File: src/hw/rtl/dsfp_pkg.sv
// Package for the DAC sample FIFO pacer: sizes, reset values, function codes,
// the result struct and pointer helpers. Depends on nothing.
package dsfp_pkg;

  localparam int unsigned FifoDepth = 128;
  localparam int unsigned PtrW      = $clog2(FifoDepth);
  localparam int unsigned CntW      = $clog2(FifoDepth + 1);
  localparam int unsigned EntryW    = 16;
  localparam int unsigned SampleW   = 12;
  localparam int unsigned LedW      = 4;
  localparam int unsigned TickW     = 8;
  localparam int unsigned LevelW    = 8;

  localparam logic [TickW-1:0]  TicksReset = 8'd4;
  localparam logic [TickW-1:0]  LedCount   = 8'd2;
  localparam logic [EntryW-1:0] DacCmdFlag = 16'h1000;
  localparam logic [CntW-1:0]   FullCount  = CntW'(FifoDepth);
  localparam logic [PtrW-1:0]   LastPtr    = PtrW'(FifoDepth - 1);

  typedef enum logic [1:0] {
    FuncTick  = 2'd0,
    FuncPush  = 2'd1,
    FuncFlush = 2'd2
  } func_e;

  typedef struct packed {
    logic               dac_valid;
    logic [EntryW-1:0]  dac_word;
    logic               led_valid;
    logic [LedW-1:0]    led_value;
    logic [LevelW-1:0]  fill_level;
    logic               push_accepted;
  } result_t;

  function automatic logic [PtrW-1:0] next_ptr(input logic [PtrW-1:0] p);
    logic [PtrW-1:0] n;
    if (p == LastPtr) begin
      n = '0;
    end else begin
      n = p + PtrW'(1);
    end
    return n;
  endfunction

  function automatic logic [LevelW-1:0] to_level(input logic [CntW-1:0] c);
    logic [31:0] wide;
    wide = 32'(c);
    return wide[LevelW-1:0];
  endfunction

endpackage

File: src/hw/rtl/dsfp_ram.sv
// Generic single-write, single-read RAM with registered read data (read-first).
// No dependencies.
module dsfp_ram #(
  parameter int unsigned Width = 16,
  parameter int unsigned Depth = 128
) (
  input  logic                     clk_i,
  input  logic                     we_i,
  input  logic [$clog2(Depth)-1:0] waddr_i,
  input  logic [Width-1:0]         wdata_i,
  input  logic [$clog2(Depth)-1:0] raddr_i,
  output logic [Width-1:0]         rdata_o
);

  logic [Width-1:0] mem_q [Depth];
  logic [Width-1:0] rdata_q;

  always_ff @(posedge clk_i) begin
    if (we_i) begin
      mem_q[waddr_i] <= wdata_i;
    end
    rdata_q <= mem_q[raddr_i];
  end

  assign rdata_o = rdata_q;

endmodule

File: src/hw/rtl/dsfp_core.sv
// FIFO pointers, fill count, tick counter, rate register and head prefetch.
// Uses dsfp_pkg and dsfp_ram.
module dsfp_core (
  input  logic                               clk_i,
  input  logic                               rst_ni,
  input  logic                               cfg_we_i,
  input  logic [dsfp_pkg::TickW-1:0]         cfg_wdata_i,
  input  logic                               accept_i,
  input  logic [1:0]                         func_i,
  input  logic [dsfp_pkg::SampleW-1:0]       sample_value_i,
  input  logic [dsfp_pkg::LedW-1:0]          led_pattern_i,
  input  logic                               playing_i,
  input  logic                               standby_i,
  output dsfp_pkg::result_t                  result_o
);

  logic [dsfp_pkg::PtrW-1:0]   wr_q, wr_d, rd_q, rd_d;
  logic [dsfp_pkg::CntW-1:0]   fill_q, fill_d;
  logic [dsfp_pkg::TickW-1:0]  cnt_q, cnt_d, cnt_dec;
  logic [dsfp_pkg::TickW-1:0]  ticks_q;
  logic [dsfp_pkg::FifoDepth-1:0] valid_q;
  logic                        fwd_hit_q, fwd_hit_d;
  logic [dsfp_pkg::EntryW-1:0] fwd_data_q, wdata, ram_rdata, head_raw, head;
  logic                        ram_we;
  dsfp_pkg::func_e             func;
  dsfp_pkg::result_t           res;

  assign func  = dsfp_pkg::func_e'(func_i);
  assign wdata = {led_pattern_i, sample_value_i};

  dsfp_ram #(
    .Width (dsfp_pkg::EntryW),
    .Depth (dsfp_pkg::FifoDepth)
  ) u_store (
    .clk_i   (clk_i),
    .we_i    (ram_we),
    .waddr_i (wr_q),
    .wdata_i (wdata),
    .raddr_i (rd_d),
    .rdata_o (ram_rdata)
  );

  // Head entry: forwarded write wins, never-written entries read as zero.
  assign head_raw = fwd_hit_q ? fwd_data_q : ram_rdata;
  assign head     = valid_q[rd_q] ? head_raw : '0;
  assign cnt_dec  = cnt_q - dsfp_pkg::TickW'(1);

  always_comb begin
    wr_d   = wr_q;
    rd_d   = rd_q;
    fill_d = fill_q;
    cnt_d  = cnt_q;
    ram_we = 1'b0;
    res    = '0;
    if (accept_i) begin
      unique case (func)
        dsfp_pkg::FuncTick: begin
          cnt_d = cnt_dec;
          if (playing_i && !standby_i) begin
            if (cnt_dec == dsfp_pkg::LedCount) begin
              res.led_valid = 1'b1;
              res.led_value = head[dsfp_pkg::EntryW-1 -: dsfp_pkg::LedW];
            end
            if (cnt_dec == '0) begin
              cnt_d = ticks_q;
              if (fill_q != '0) begin
                res.dac_valid = 1'b1;
                res.dac_word  = dsfp_pkg::EntryW'(head[dsfp_pkg::SampleW-1:0])
                                | dsfp_pkg::DacCmdFlag;
                rd_d   = dsfp_pkg::next_ptr(rd_q);
                fill_d = fill_q - dsfp_pkg::CntW'(1);
              end
            end
          end
        end
        dsfp_pkg::FuncPush: begin
          if (fill_q != dsfp_pkg::FullCount) begin
            ram_we            = 1'b1;
            wr_d              = dsfp_pkg::next_ptr(wr_q);
            fill_d            = fill_q + dsfp_pkg::CntW'(1);
            res.push_accepted = 1'b1;
          end
        end
        dsfp_pkg::FuncFlush: begin
          wr_d   = '0;
          rd_d   = '0;
          fill_d = '0;
        end
        default: begin
        end
      endcase
    end
    res.fill_level = dsfp_pkg::to_level(fill_d);
  end

  // The RAM reads the next head address; bypass a write landing on it.
  assign fwd_hit_d = ram_we && (wr_q == rd_d);

  always_ff @(posedge clk_i or negedge rst_ni) begin
    if (!rst_ni) begin
      wr_q      <= '0;
      rd_q      <= '0;
      fill_q    <= '0;
      cnt_q     <= dsfp_pkg::TicksReset;
      ticks_q   <= dsfp_pkg::TicksReset;
      valid_q   <= '0;
      fwd_hit_q <= 1'b0;
    end else begin
      wr_q      <= wr_d;
      rd_q      <= rd_d;
      fill_q    <= fill_d;
      cnt_q     <= cnt_d;
      fwd_hit_q <= fwd_hit_d;
      if (cfg_we_i) begin
        ticks_q <= cfg_wdata_i;
      end
      if (ram_we) begin
        valid_q[wr_q] <= 1'b1;
      end
    end
  end

  always_ff @(posedge clk_i) begin
    fwd_data_q <= wdata;
  end

  assign result_o = res;

endmodule

File: src/hw/rtl/dsfp_out_skid.sv
// Result register with a skid stage, so the input side never waits on a
// same-cycle output stall. Uses dsfp_pkg.
module dsfp_out_skid (
  input  logic              clk_i,
  input  logic              rst_ni,
  input  logic              push_i,
  input  dsfp_pkg::result_t result_i,
  output logic              full_o,
  output logic              out_valid_o,
  input  logic              out_stall_i,
  output dsfp_pkg::result_t result_o
);

  logic              out_valid_q, skid_valid_q, out_free;
  dsfp_pkg::result_t out_q, skid_q;

  assign out_free = !out_valid_q || !out_stall_i;

  always_ff @(posedge clk_i or negedge rst_ni) begin
    if (!rst_ni) begin
      out_valid_q  <= 1'b0;
      skid_valid_q <= 1'b0;
    end else begin
      if (out_free) begin
        if (skid_valid_q) begin
          out_valid_q  <= 1'b1;
          skid_valid_q <= 1'b0;
        end else begin
          out_valid_q <= push_i;
        end
      end else if (push_i) begin
        skid_valid_q <= 1'b1;
      end
    end
  end

  always_ff @(posedge clk_i) begin
    if (out_free) begin
      out_q <= skid_valid_q ? skid_q : result_i;
    end else if (push_i) begin
      skid_q <= result_i;
    end
  end

  assign full_o      = skid_valid_q;
  assign out_valid_o = out_valid_q;
  assign result_o    = out_q;

endmodule

File: src/hw/rtl/dac_sample_fifo_pacer_top.sv
// DAC sample FIFO pacer top level: core state update feeding a skid-buffered result.
// The result lands in the output register, or in the skid stage behind a stalled output.
// Throughput: one item per cycle, set by the single-pass core update and head prefetch.
// Input stalls only while the skid stage holds a result behind a stalled output.
// Reset: pointers, fill count and entry valid bits clear at once; counter and rate
// reload to 4; no clearing pass over the sample store. Uses dsfp_pkg and submodules.
module dac_sample_fifo_pacer_top (
  input  logic                          clk_i,
  input  logic                          rst_ni,
  // rate register write
  input  logic                          cfg_we_i,
  input  logic [dsfp_pkg::TickW-1:0]    cfg_wdata_i,
  // input channel
  input  logic                          in_valid_i,
  output logic                          in_stall_o,
  input  logic [1:0]                    func_i,
  input  logic [dsfp_pkg::SampleW-1:0]  sample_value_i,
  input  logic [dsfp_pkg::LedW-1:0]     led_pattern_i,
  input  logic                          playing_i,
  input  logic                          standby_i,
  // result channel
  output logic                          out_valid_o,
  input  logic                          out_stall_i,
  output logic                          dac_valid_o,
  output logic [dsfp_pkg::EntryW-1:0]   dac_word_o,
  output logic                          led_valid_o,
  output logic [dsfp_pkg::LedW-1:0]     led_value_o,
  output logic [dsfp_pkg::LevelW-1:0]   fill_level_o,
  output logic                          push_accepted_o
);

  logic              accept, skid_full;
  dsfp_pkg::result_t core_res, out_res;

  // Take a transfer whenever the skid stage has room.
  assign accept     = in_valid_i && !skid_full;
  assign in_stall_o = skid_full;

  // Advance pointers, counter and fill count; form the result for this item.
  dsfp_core u_core (
    .clk_i          (clk_i),
    .rst_ni         (rst_ni),
    .cfg_we_i       (cfg_we_i),
    .cfg_wdata_i    (cfg_wdata_i),
    .accept_i       (accept),
    .func_i         (func_i),
    .sample_value_i (sample_value_i),
    .led_pattern_i  (led_pattern_i),
    .playing_i      (playing_i),
    .standby_i      (standby_i),
    .result_o       (core_res)
  );

  // Hold results until the downstream side takes them.
  dsfp_out_skid u_out (
    .clk_i       (clk_i),
    .rst_ni      (rst_ni),
    .push_i      (accept),
    .result_i    (core_res),
    .full_o      (skid_full),
    .out_valid_o (out_valid_o),
    .out_stall_i (out_stall_i),
    .result_o    (out_res)
  );

  assign dac_valid_o     = out_res.dac_valid;
  assign dac_word_o      = out_res.dac_word;
  assign led_valid_o     = out_res.led_valid;
  assign led_value_o     = out_res.led_value;
  assign fill_level_o    = out_res.fill_level;
  assign push_accepted_o = out_res.push_accepted;

  // A full skid stage always sits behind a held output.
  a_skid_behind_out: assert property (@(posedge clk_i) disable iff (!rst_ni)
    in_stall_o |-> out_valid_o)
    else $error("skid stage full without a valid output");

  // Every DAC word carries the command flag.
  a_dac_flag: assert property (@(posedge clk_i) disable iff (!rst_ni)
    (out_valid_o && dac_valid_o) |-> dac_word_o[12])
    else $error("DAC word without command flag");

  // A stored push never emits a DAC word or an LED update.
  a_push_quiet: assert property (@(posedge clk_i) disable iff (!rst_ni)
    (out_valid_o && push_accepted_o) |-> (!dac_valid_o && !led_valid_o))
    else $error("push result also carries tick output");

endmodule

File: config.mk
export PLATFORM = sky130hd
export DESIGN_NAME = dac_sample_fifo_pacer_top
export DESIGN_NICKNAME = d
export VERILOG_FILES = /design/src/hw/rtl/dsfp_pkg.sv /design/src/hw/rtl/dsfp_ram.sv /design/src/hw/rtl/dsfp_core.sv /design/src/hw/rtl/dsfp_out_skid.sv /design/src/hw/rtl/dac_sample_fifo_pacer_top.sv
export SDC_FILE = /design/constraint.sdc
export NUM_CORES = 2
export LEC_CHECK = 0
export BUFFER_PORTS_ARGS = -buffer_cell sky130_fd_sc_hd__buf_2
export CAP_MARGIN = 10
export CORE_ASPECT_RATIO = 1.1
export CORE_MARGIN = 4
export CORE_UTILIZATION = 40
export CTS_CLUSTER_SIZE = 24
export DETAILED_ROUTE_END_ITERATION = 10
export PLACE_DENSITY_LB_ADDON = 0.3
export SLEW_MARGIN = 15
export SYNTH_ARGS = -nofsm -noshare
export SYNTH_HDL_FRONTEND = slang
export SYNTH_SLANG_ARGS = --single-unit
File: constraint.sdc
create_clock -name clk_i -period 3.46 [get_ports clk_i]
set_clock_uncertainty 0.05 [all_clocks]
set_input_delay 0.692 -clock clk_i [delete_from_list [all_inputs] [get_ports clk_i]]
set_output_delay 0.692 -clock clk_i [all_outputs]
set_load 0.02 [all_outputs]
### Word level (Yosys, flattened, before mapping)

Memory sizes are Yosys's and may differ from the RTL's. A register that Yosys moved wholly into a read port is not among the register bits.
Index checks and enable logic that the tools add are counted.

| word-level totals | value |
|---|---|
| flip-flop bits (word level) | 247 |
| latch bits | 0 |
| memory bits (writable) | 2048 |
| bits in read-only memories | 0 |
| bits of input ports | 33 |
| output and inout bits | 33 |
| memories kept | 1 |

| cells by class | value |
|---|---|
| $add $sub $neg | 5 |
| multiply operators | 0 |
| divide/modulo/power cells | 0 |
| magnitude comparators | 3 |
| equality and inequality tests | 8 |
| shifts and indexed selects | 0 |
| muxes and demuxes | 38 |
| bitwise gates (word level) | 2 |
| reductions and logical operators | 17 |

Memory list:

| memory | depth | bits a word | rd ports | clocked after Yosys merged registers in | wr ports | line | RTL |
|---|---|---|---|---|---|---|---|
| u_core.u_store.mem_q | 128 | 16 | 1 | 1 | 1 | dsfp_ram.sv:15 | `logic [Width-1:0] mem_q [Depth];` |

Operator list:

| cell | number |
|---|---|
| $or A128 B128 Y128 | 1 |
| $mux W22 | 3 |
| $mux W8 | 7 |
| $mux W7 | 7 |
| $mux W17 | 2 |
| $mux W16 | 2 |
| $mux W31 | 1 |
| $pmux W7 S2 | 2 |
| $pmux W8 S3 | 1 |
| $lt A7 B8 Y1 const B | 2 |
| $sub A8 B1 Y8 const B | 2 |
| $add A7 B1 Y7 const B | 2 |
| $eq A7 B7 Y1 const B | 2 |
| $mux W1 | 10 |
| $add A8 B1 Y8 const B | 1 |
| $eq A8 B2 Y1 const B | 1 |
| $logic_not A8 Y1 | 1 |
| $ne A8 B8 Y1 const B | 1 |
| $reduce_bool A8 Y1 | 1 |
| $bmux W1 S7 | 1 |
| $demux W1 S7 | 1 |
| $eq A7 B7 Y1 | 1 |
| $ge A7 B1 Y1 const B | 1 |
| $mux W5 | 1 |
| 11 further kinds | 19 |

### Depth between registers and ports, before layout

| depth | value |
|---|---|
| depth in word-level cells | 9 |
| gate-level depth with buffers | 20 |
| gate-level depth less buffers | 13 |

### By module

A second synthesis with hierarchy kept.

| unflattened totals | value |
|---|---|
| cells, all modules | 3970 |
| area total of the unflattened synthesis | 89886.2 um^2 |

By module, submodules not included:

| module | instances | cells each | area an instance (um^2) | sequential area each (um^2) |
|---|---|---|---|---|
| dsfp_ram | 1 | 3086 | 78522.8 | 61819.3 |
| dsfp_core | 1 | 780 | 8883.5 | 4501.8 |
| dsfp_out_skid | 1 | 103 | 2466.1 | 1911.8 |
| dac_sample_fifo_pacer_top | 1 | 1 | 13.8 | 0.0 |

### Least setup slack after synthesis

Ideal clock, no wire load.

| path | value |
|---|---|
| kind | input-to-reg |
| start | input port func_i[0] |
| end | register u_core.u_store.rdata_q[6], in the netlist u_core.u_store.rdata_o[6], read port of u_core.u_store.mem_q |
| setup time | 134 ps |
| arrival time | 3594 ps |
| data required time | 3276 ps |
| setup slack | -318 ps |
| cell stages on the path | 16 |
| buffers on the path | 6 |
| cell sequence | clkbuf_1 -> nor4b_2 -> nand2_1 -> or4_1 -> buf_2 -> o21a_2 -> inv_2 -> buf_4 -> buf_6 -> buf_4 -> buf_2 -> mux2i_1 -> a32oi_1 -> a31oi_1 -> o211ai_1 -> or4_1 |

| between the ends | value |
|---|---|
| word-level cells in the longest chain between the ends | 3 |
| elaborated cells on any way between the ends | 4 |

Ends and longest elaborated chain:

| element | line | RTL |
|---|---|---|
| start, declared | dac_sample_fifo_pacer_top.sv:16 | `input logic [1:0] func_i,` |
| $eq A2 B2 Y1 / $logic_not A2 Y1 (equally long branches) | dsfp_core.sv:56 | `unique case (func)` |
| $pmux W7 S2 (*) | dsfp_core.sv:56 |  |
| $mux W7 (*) | dsfp_core.sv:55 | `if (accept_i) begin` |
| end, declared | dsfp_ram.sv:16 | `logic [Width-1:0] rdata_q;` |

Mark *: on every way between the ends. The rest lies on a longest branch, timed or not.
A chain may end at the register's enable or synchronous reset.

### Worst setup path after layout

| path | value |
|---|---|
| start | register u_core.fill_q[1] (netlist bit) |
| end | register u_core.u_store.rdata_q[14], in the netlist u_core.u_store.rdata_o[14], read port of u_core.u_store.mem_q |

| between the ends | value |
|---|---|
| word-level cells in the longest chain between the ends | 6 |

Ends and longest elaborated chain:

| element | line | RTL |
|---|---|---|
| start, declared | dsfp_core.sv:18 | `logic [dsfp_pkg::CntW-1:0] fill_q, fill_d;` |
| start signal, assigned | dsfp_core.sv:111 | `fill_q <= fill_d;` |
| $reduce_bool A8 Y1 | dsfp_core.sv:66 | `if (fill_q != '0) begin` |
| $mux W7 | dsfp_core.sv:66 |  |
| $mux W7 | dsfp_core.sv:64 | `if (cnt_dec == '0) begin` |
| $mux W7 | dsfp_core.sv:59 | `if (playing_i && !standby_i) begin` |
| $pmux W7 S2 | dsfp_core.sv:56 |  |
| $mux W7 | dsfp_core.sv:55 |  |

Every way passes these cells.

==> summary.md <==
| Metric | Value |
|---|---|
| Outcome | `finished with violations` |
| Failing checks | `negative setup slack` |
| Hold crit path type | `in -> reg` |
| Insertion delay of the later-clocked pin in the worst-skew pair | `0.89 ns` |
| Sw Share | `23.64%` |
| Routed wire per std cell | `29.17 um` |
| DR vias/cell | `5.861` |
| Worst R2R Setup Slack | `-0.77 ns` |
| WP buf/inv | `7` |
| Clock power frac | `39.6%` |
| Dpl hpwl | `203.9 mm` |
| Seq cells post-synth | `2,303` |
| H-tree levels | `4` |
| # port buffers | `62` |
| Largest net degree at the start of global routing | `130` |
| Reg2reg end | `u_core.u_store.rdata_o[14]` |
| Vias | `63,770` |
| Final core occ | `49.93%` |
| Die X | `465.4 um` |
| Ys Warns | `0` |
| Crit start category | `flop` |
| Maximum clock insertion buffer count | `3` |
| Critical Path Fanout Max | `15` |
| Post-synth EDFFs | `2,102` |
| Hold Crit Endpoint | `u_core.ticks_q[1]` |
| Critical-path cell list | `inv_2 -> ha_4 -> or4b_4 -> nor2_4 -> buf_4 -> nor4_4 -> o21a_4 -> buf_12 -> clkinv_8 -> buf_12 -> buf_12 -> buf_6 -> nand2_1 -> a22oi_2 -> o211ai_1 -> or3_4 -> o32a_1 -> nand4_1` |
| Vias in the first global route | `60,870` |
| Clock transition at the registers of the reported paths | `0.06 ns` |
| Crit path kind | `reg -> reg` |
| Hold Path Cell Cnt | `2` |
| Core Region | `228,800 um^2` |
| Power after layout | `60.52 mW` |
| Syn avg cell area | `13.71 um^2` |
| Yosys cell types | `85` |
| Post-Synthesis Cells | `6,716` |
| DR iter-0 viols | `8,922` |
| Initial antenna violation count | `15` |
| Synth top area cells | `edfxtp_1 (69%), nand2_1 (6.6%), dfrtp_1 (4.5%)` |
| Top-area cell type share of the netlist area | `68.56%` |
| Grt ovf | `0` |
| Setup Viol. Count Final | `16` |
| Maximum vdd drop | `435.3 uV` |
| Sequential power share | `51.0%` |
| Crit-path leading delay family | `simple AND/OR/NAND/NOR gates` |
| Final Slew Violations | `0` |
| Internal power | `46.22 mW` |
| FP Rows | `184` |
| CTS tree | `done` |
| Slew @ Worst Pin | `1.087 ns` |
| Total CTS buffers | `213` |
| Die height | `511.2 um` |
| Fmax | `236.4 MHz` |
| Synth area leader | `edfxtp_1` |
| Req. time, crit path | `4.22 ns` |
| Commonest cells in the netlist | `edfxtp_1 (2,102), nand2_1 (1,609), nand3_1 (607)` |
| Top-count cell post-synth | `edfxtp_1` |
| Hold slack final | `0.1441 ns` |
| Ys flop type | `edfxtp_1` |
| Boundary Pins | `66` |
| Final-stage net count | `7,659` |
| Area of the mapped netlist | `92,070 um^2` |
| Final period utilization | `122.3%` |
| GRT Total Usage | `25.73%` |
| Final ANT Viol Nets | `0` |
| Placed Instance Area | `103,900 um^2` |
| Register area share after synthesis | `73.85%` |
| Initial core utilization | `40.23%` |
| DRC | `0` |
| Pre-CTS WS | `-1.678 ns` |
| Worst path max stage delay | `0.51 ns` |
| Hold Path Origin | `cfg_we_i` |
| P&R area growth vs syn | `24.11%` |
| Clk sinks | `2,303` |
| WP data arrival | `4.99 ns` |
| First-pass GRT wire length | `446.4 mm` |
| R2R Path Start | `u_core.fill_q[1]` |
| Filler cell count | `19,360` |
| Worst reg2reg path depth | `18` |
| Power Dens Cells | `529.7 nW/um^2` |
| Final hold violation count | `0` |
| Max-cap violations | `0` |
| Most used cell along the critical path | `buf_12` |
| Tmin final | `4.230 ns` |
| RSZ-0062 raised after global routing | `yes` |
| Logic pwr share | `9.4%` |
| Share of layout cells above drive strength 1 | `24.59%` |
| Slew margin rel. | `27.54%` |
| Routability cong. | `0.9359` |
| PnR worst setup slack | `-0.7699 ns` |
| Post-synth ARST share | `7.338%` |
| LEAKAGE | `40.73 nW` |
| Root Buffer | `clkbuf_16` |
| Net Switching | `14.31 mW` |
| First-pass DRT Iterations | `9` |
| Total routed wirelength | `317.3 mm` |
| CP Capture Type | `flop` |
| Final instance area | `114,300 um^2` |
| Critical path's slowest cell | `or4b_4` |
| Die area | `237,900 um^2` |
[what timing repair did]
action                                 CTS  global route
setup endpoints to repair               48            67
endpoints found under the hold margin   75             0
hold buffers                             9             0
pin swaps                               54            73
buffers inserted                        52            29
resized for setup                      210           163
cloned                                  12            15
[routing by layer]
layer | wire [um] | vias to the layer above | share of wire (%) | global-route usage, %
met2 | 146100 | 3784 | 46 | 40.36
met5 | 60 | - | 0.019 | 0
met1 | 122500 | 32330 | 39 | 34.92
li1 | - | 26970 | - | -
met3 | 32220 | 669 | 10 | 4.570
met4 | 16490 | 10 | 5.2 | 11.97
[worst max path at each step]
| stage | start | endpoint | slack (ns) | cells past startpoint |
|---|---|---|---|---|
| finish | u_core.fill_q[1] | u_core.u_store.rdata_o[14] | -0.77 | 18 |
| global route | u_out.full_o | u_core.u_store.rdata_o[9] | -0.79 | 17 |
| detailed placement | standby_i | u_core.u_store.rdata_o[6] | -1.68 | 15 |
| CTS | u_core.fill_q[1] | u_core.u_store.rdata_o[9] | -0.72 | 18 |
| global placement | standby_i | u_core.u_store.rdata_o[6] | -1.65 | 15 |
| floorplan | func_i[0] | u_core.u_store.rdata_o[13] | -0.16 | 15 |
[registers in the layout (all words and copies together) (netlist names), 7 cells and up]
signal	flops
u_core.u_store.mem_q	2048
u_core.valid_q	128
u_out.result_o	27
u_out.skid_q	27
u_core.fwd_data_q	16
u_core.u_store.rdata_o	16
u_core.cnt_q	8
u_core.fill_q	8
u_core.ticks_q	8
u_core.rd_q	7
u_core.wr_q	7
[worst register-to-register path: cells and delay by family, from the launching register on]
family	cells	cell delay (ns)
AO/OA/AOI/OAI	4	1.14
adder cells (fa/ha/maj)	1	0.14
buffers and inverters	7	1.05
flip-flops	1	0.38
AND/OR/NAND/NOR	6	1.41
[area by class of cell]
cell class / instances / area (um^2) / area share, %
antenna: 8 / 20.02 / 0.01752
clock buffer: 274 / 5682 / 4.972
timing repair inverter: 1 / 16.27 / 0.01423
clock inverter: 126 / 1355 / 1.186
inverter: 17 / 91.34 / 0.07993
multi-input combinational: 3969 / 23690 / 20.73
sequential: 2303 / 68000 / 59.51
timing repair buffer: 1113 / 11570 / 10.13
tap: 3069 / 3840 / 3.360
[through the flow]
step,setup TNS (ns),std cells
finish,-10.53,10880
global route,-11.95,10880
CTS,-10.32,10830
detailed placement,-40.75,10360
global placement,-39.98,10360
floorplan,-1.951,6718
[cells by family after synthesis]
group	synth area share [%]
other	0.004073
adders and majority gates	0.1087
muxes	3.607
AOI/OAI and AO/OA	6.491
xor gates and xnor gates	0.09514
DFF	73.85
buffers and inverters	2.336
and+or+nand+nor	13.51
[power groups by stage]
stage               Combinational [mW]  Sequential [mW]  Clock, mW
floorplan                         2.16             31.4          0
global placement                  4.90             31.4          0
detailed placement                4.94             31.4          0
CTS                               5.41             30.9       24.2
global route                      5.98             30.9       25.3
finish                            5.72             30.9       23.9
[layout by cell type (no fill, tap or decap), types with 40 or more instances in the layout]
| master | n |
|---|---|
| nor2_1 | 90 |
| buf_2 | 46 |
| nand2_1 | 1602 |
| clkbuf_1 | 51 |
| a311oi_1 | 85 |
| mux2i_1 | 247 |
| o211a_1 | 42 |
| buf_6 | 62 |
| and3_1 | 84 |
| nand4_1 | 60 |
| dfrtp_1 | 165 |
| nor2_2 | 86 |
| clkbuf_16 | 229 |
| buf_4 | 770 |
| clkinv_2 | 40 |
| nand3_1 | 589 |
| edfxtp_1 | 2102 |
| a21oi_1 | 136 |
| o21ai_0 | 47 |
| a31oi_1 | 97 |
| buf_12 | 181 |
| or2_2 | 129 |
No activity file was read; power rests on OpenSTA's default activity.
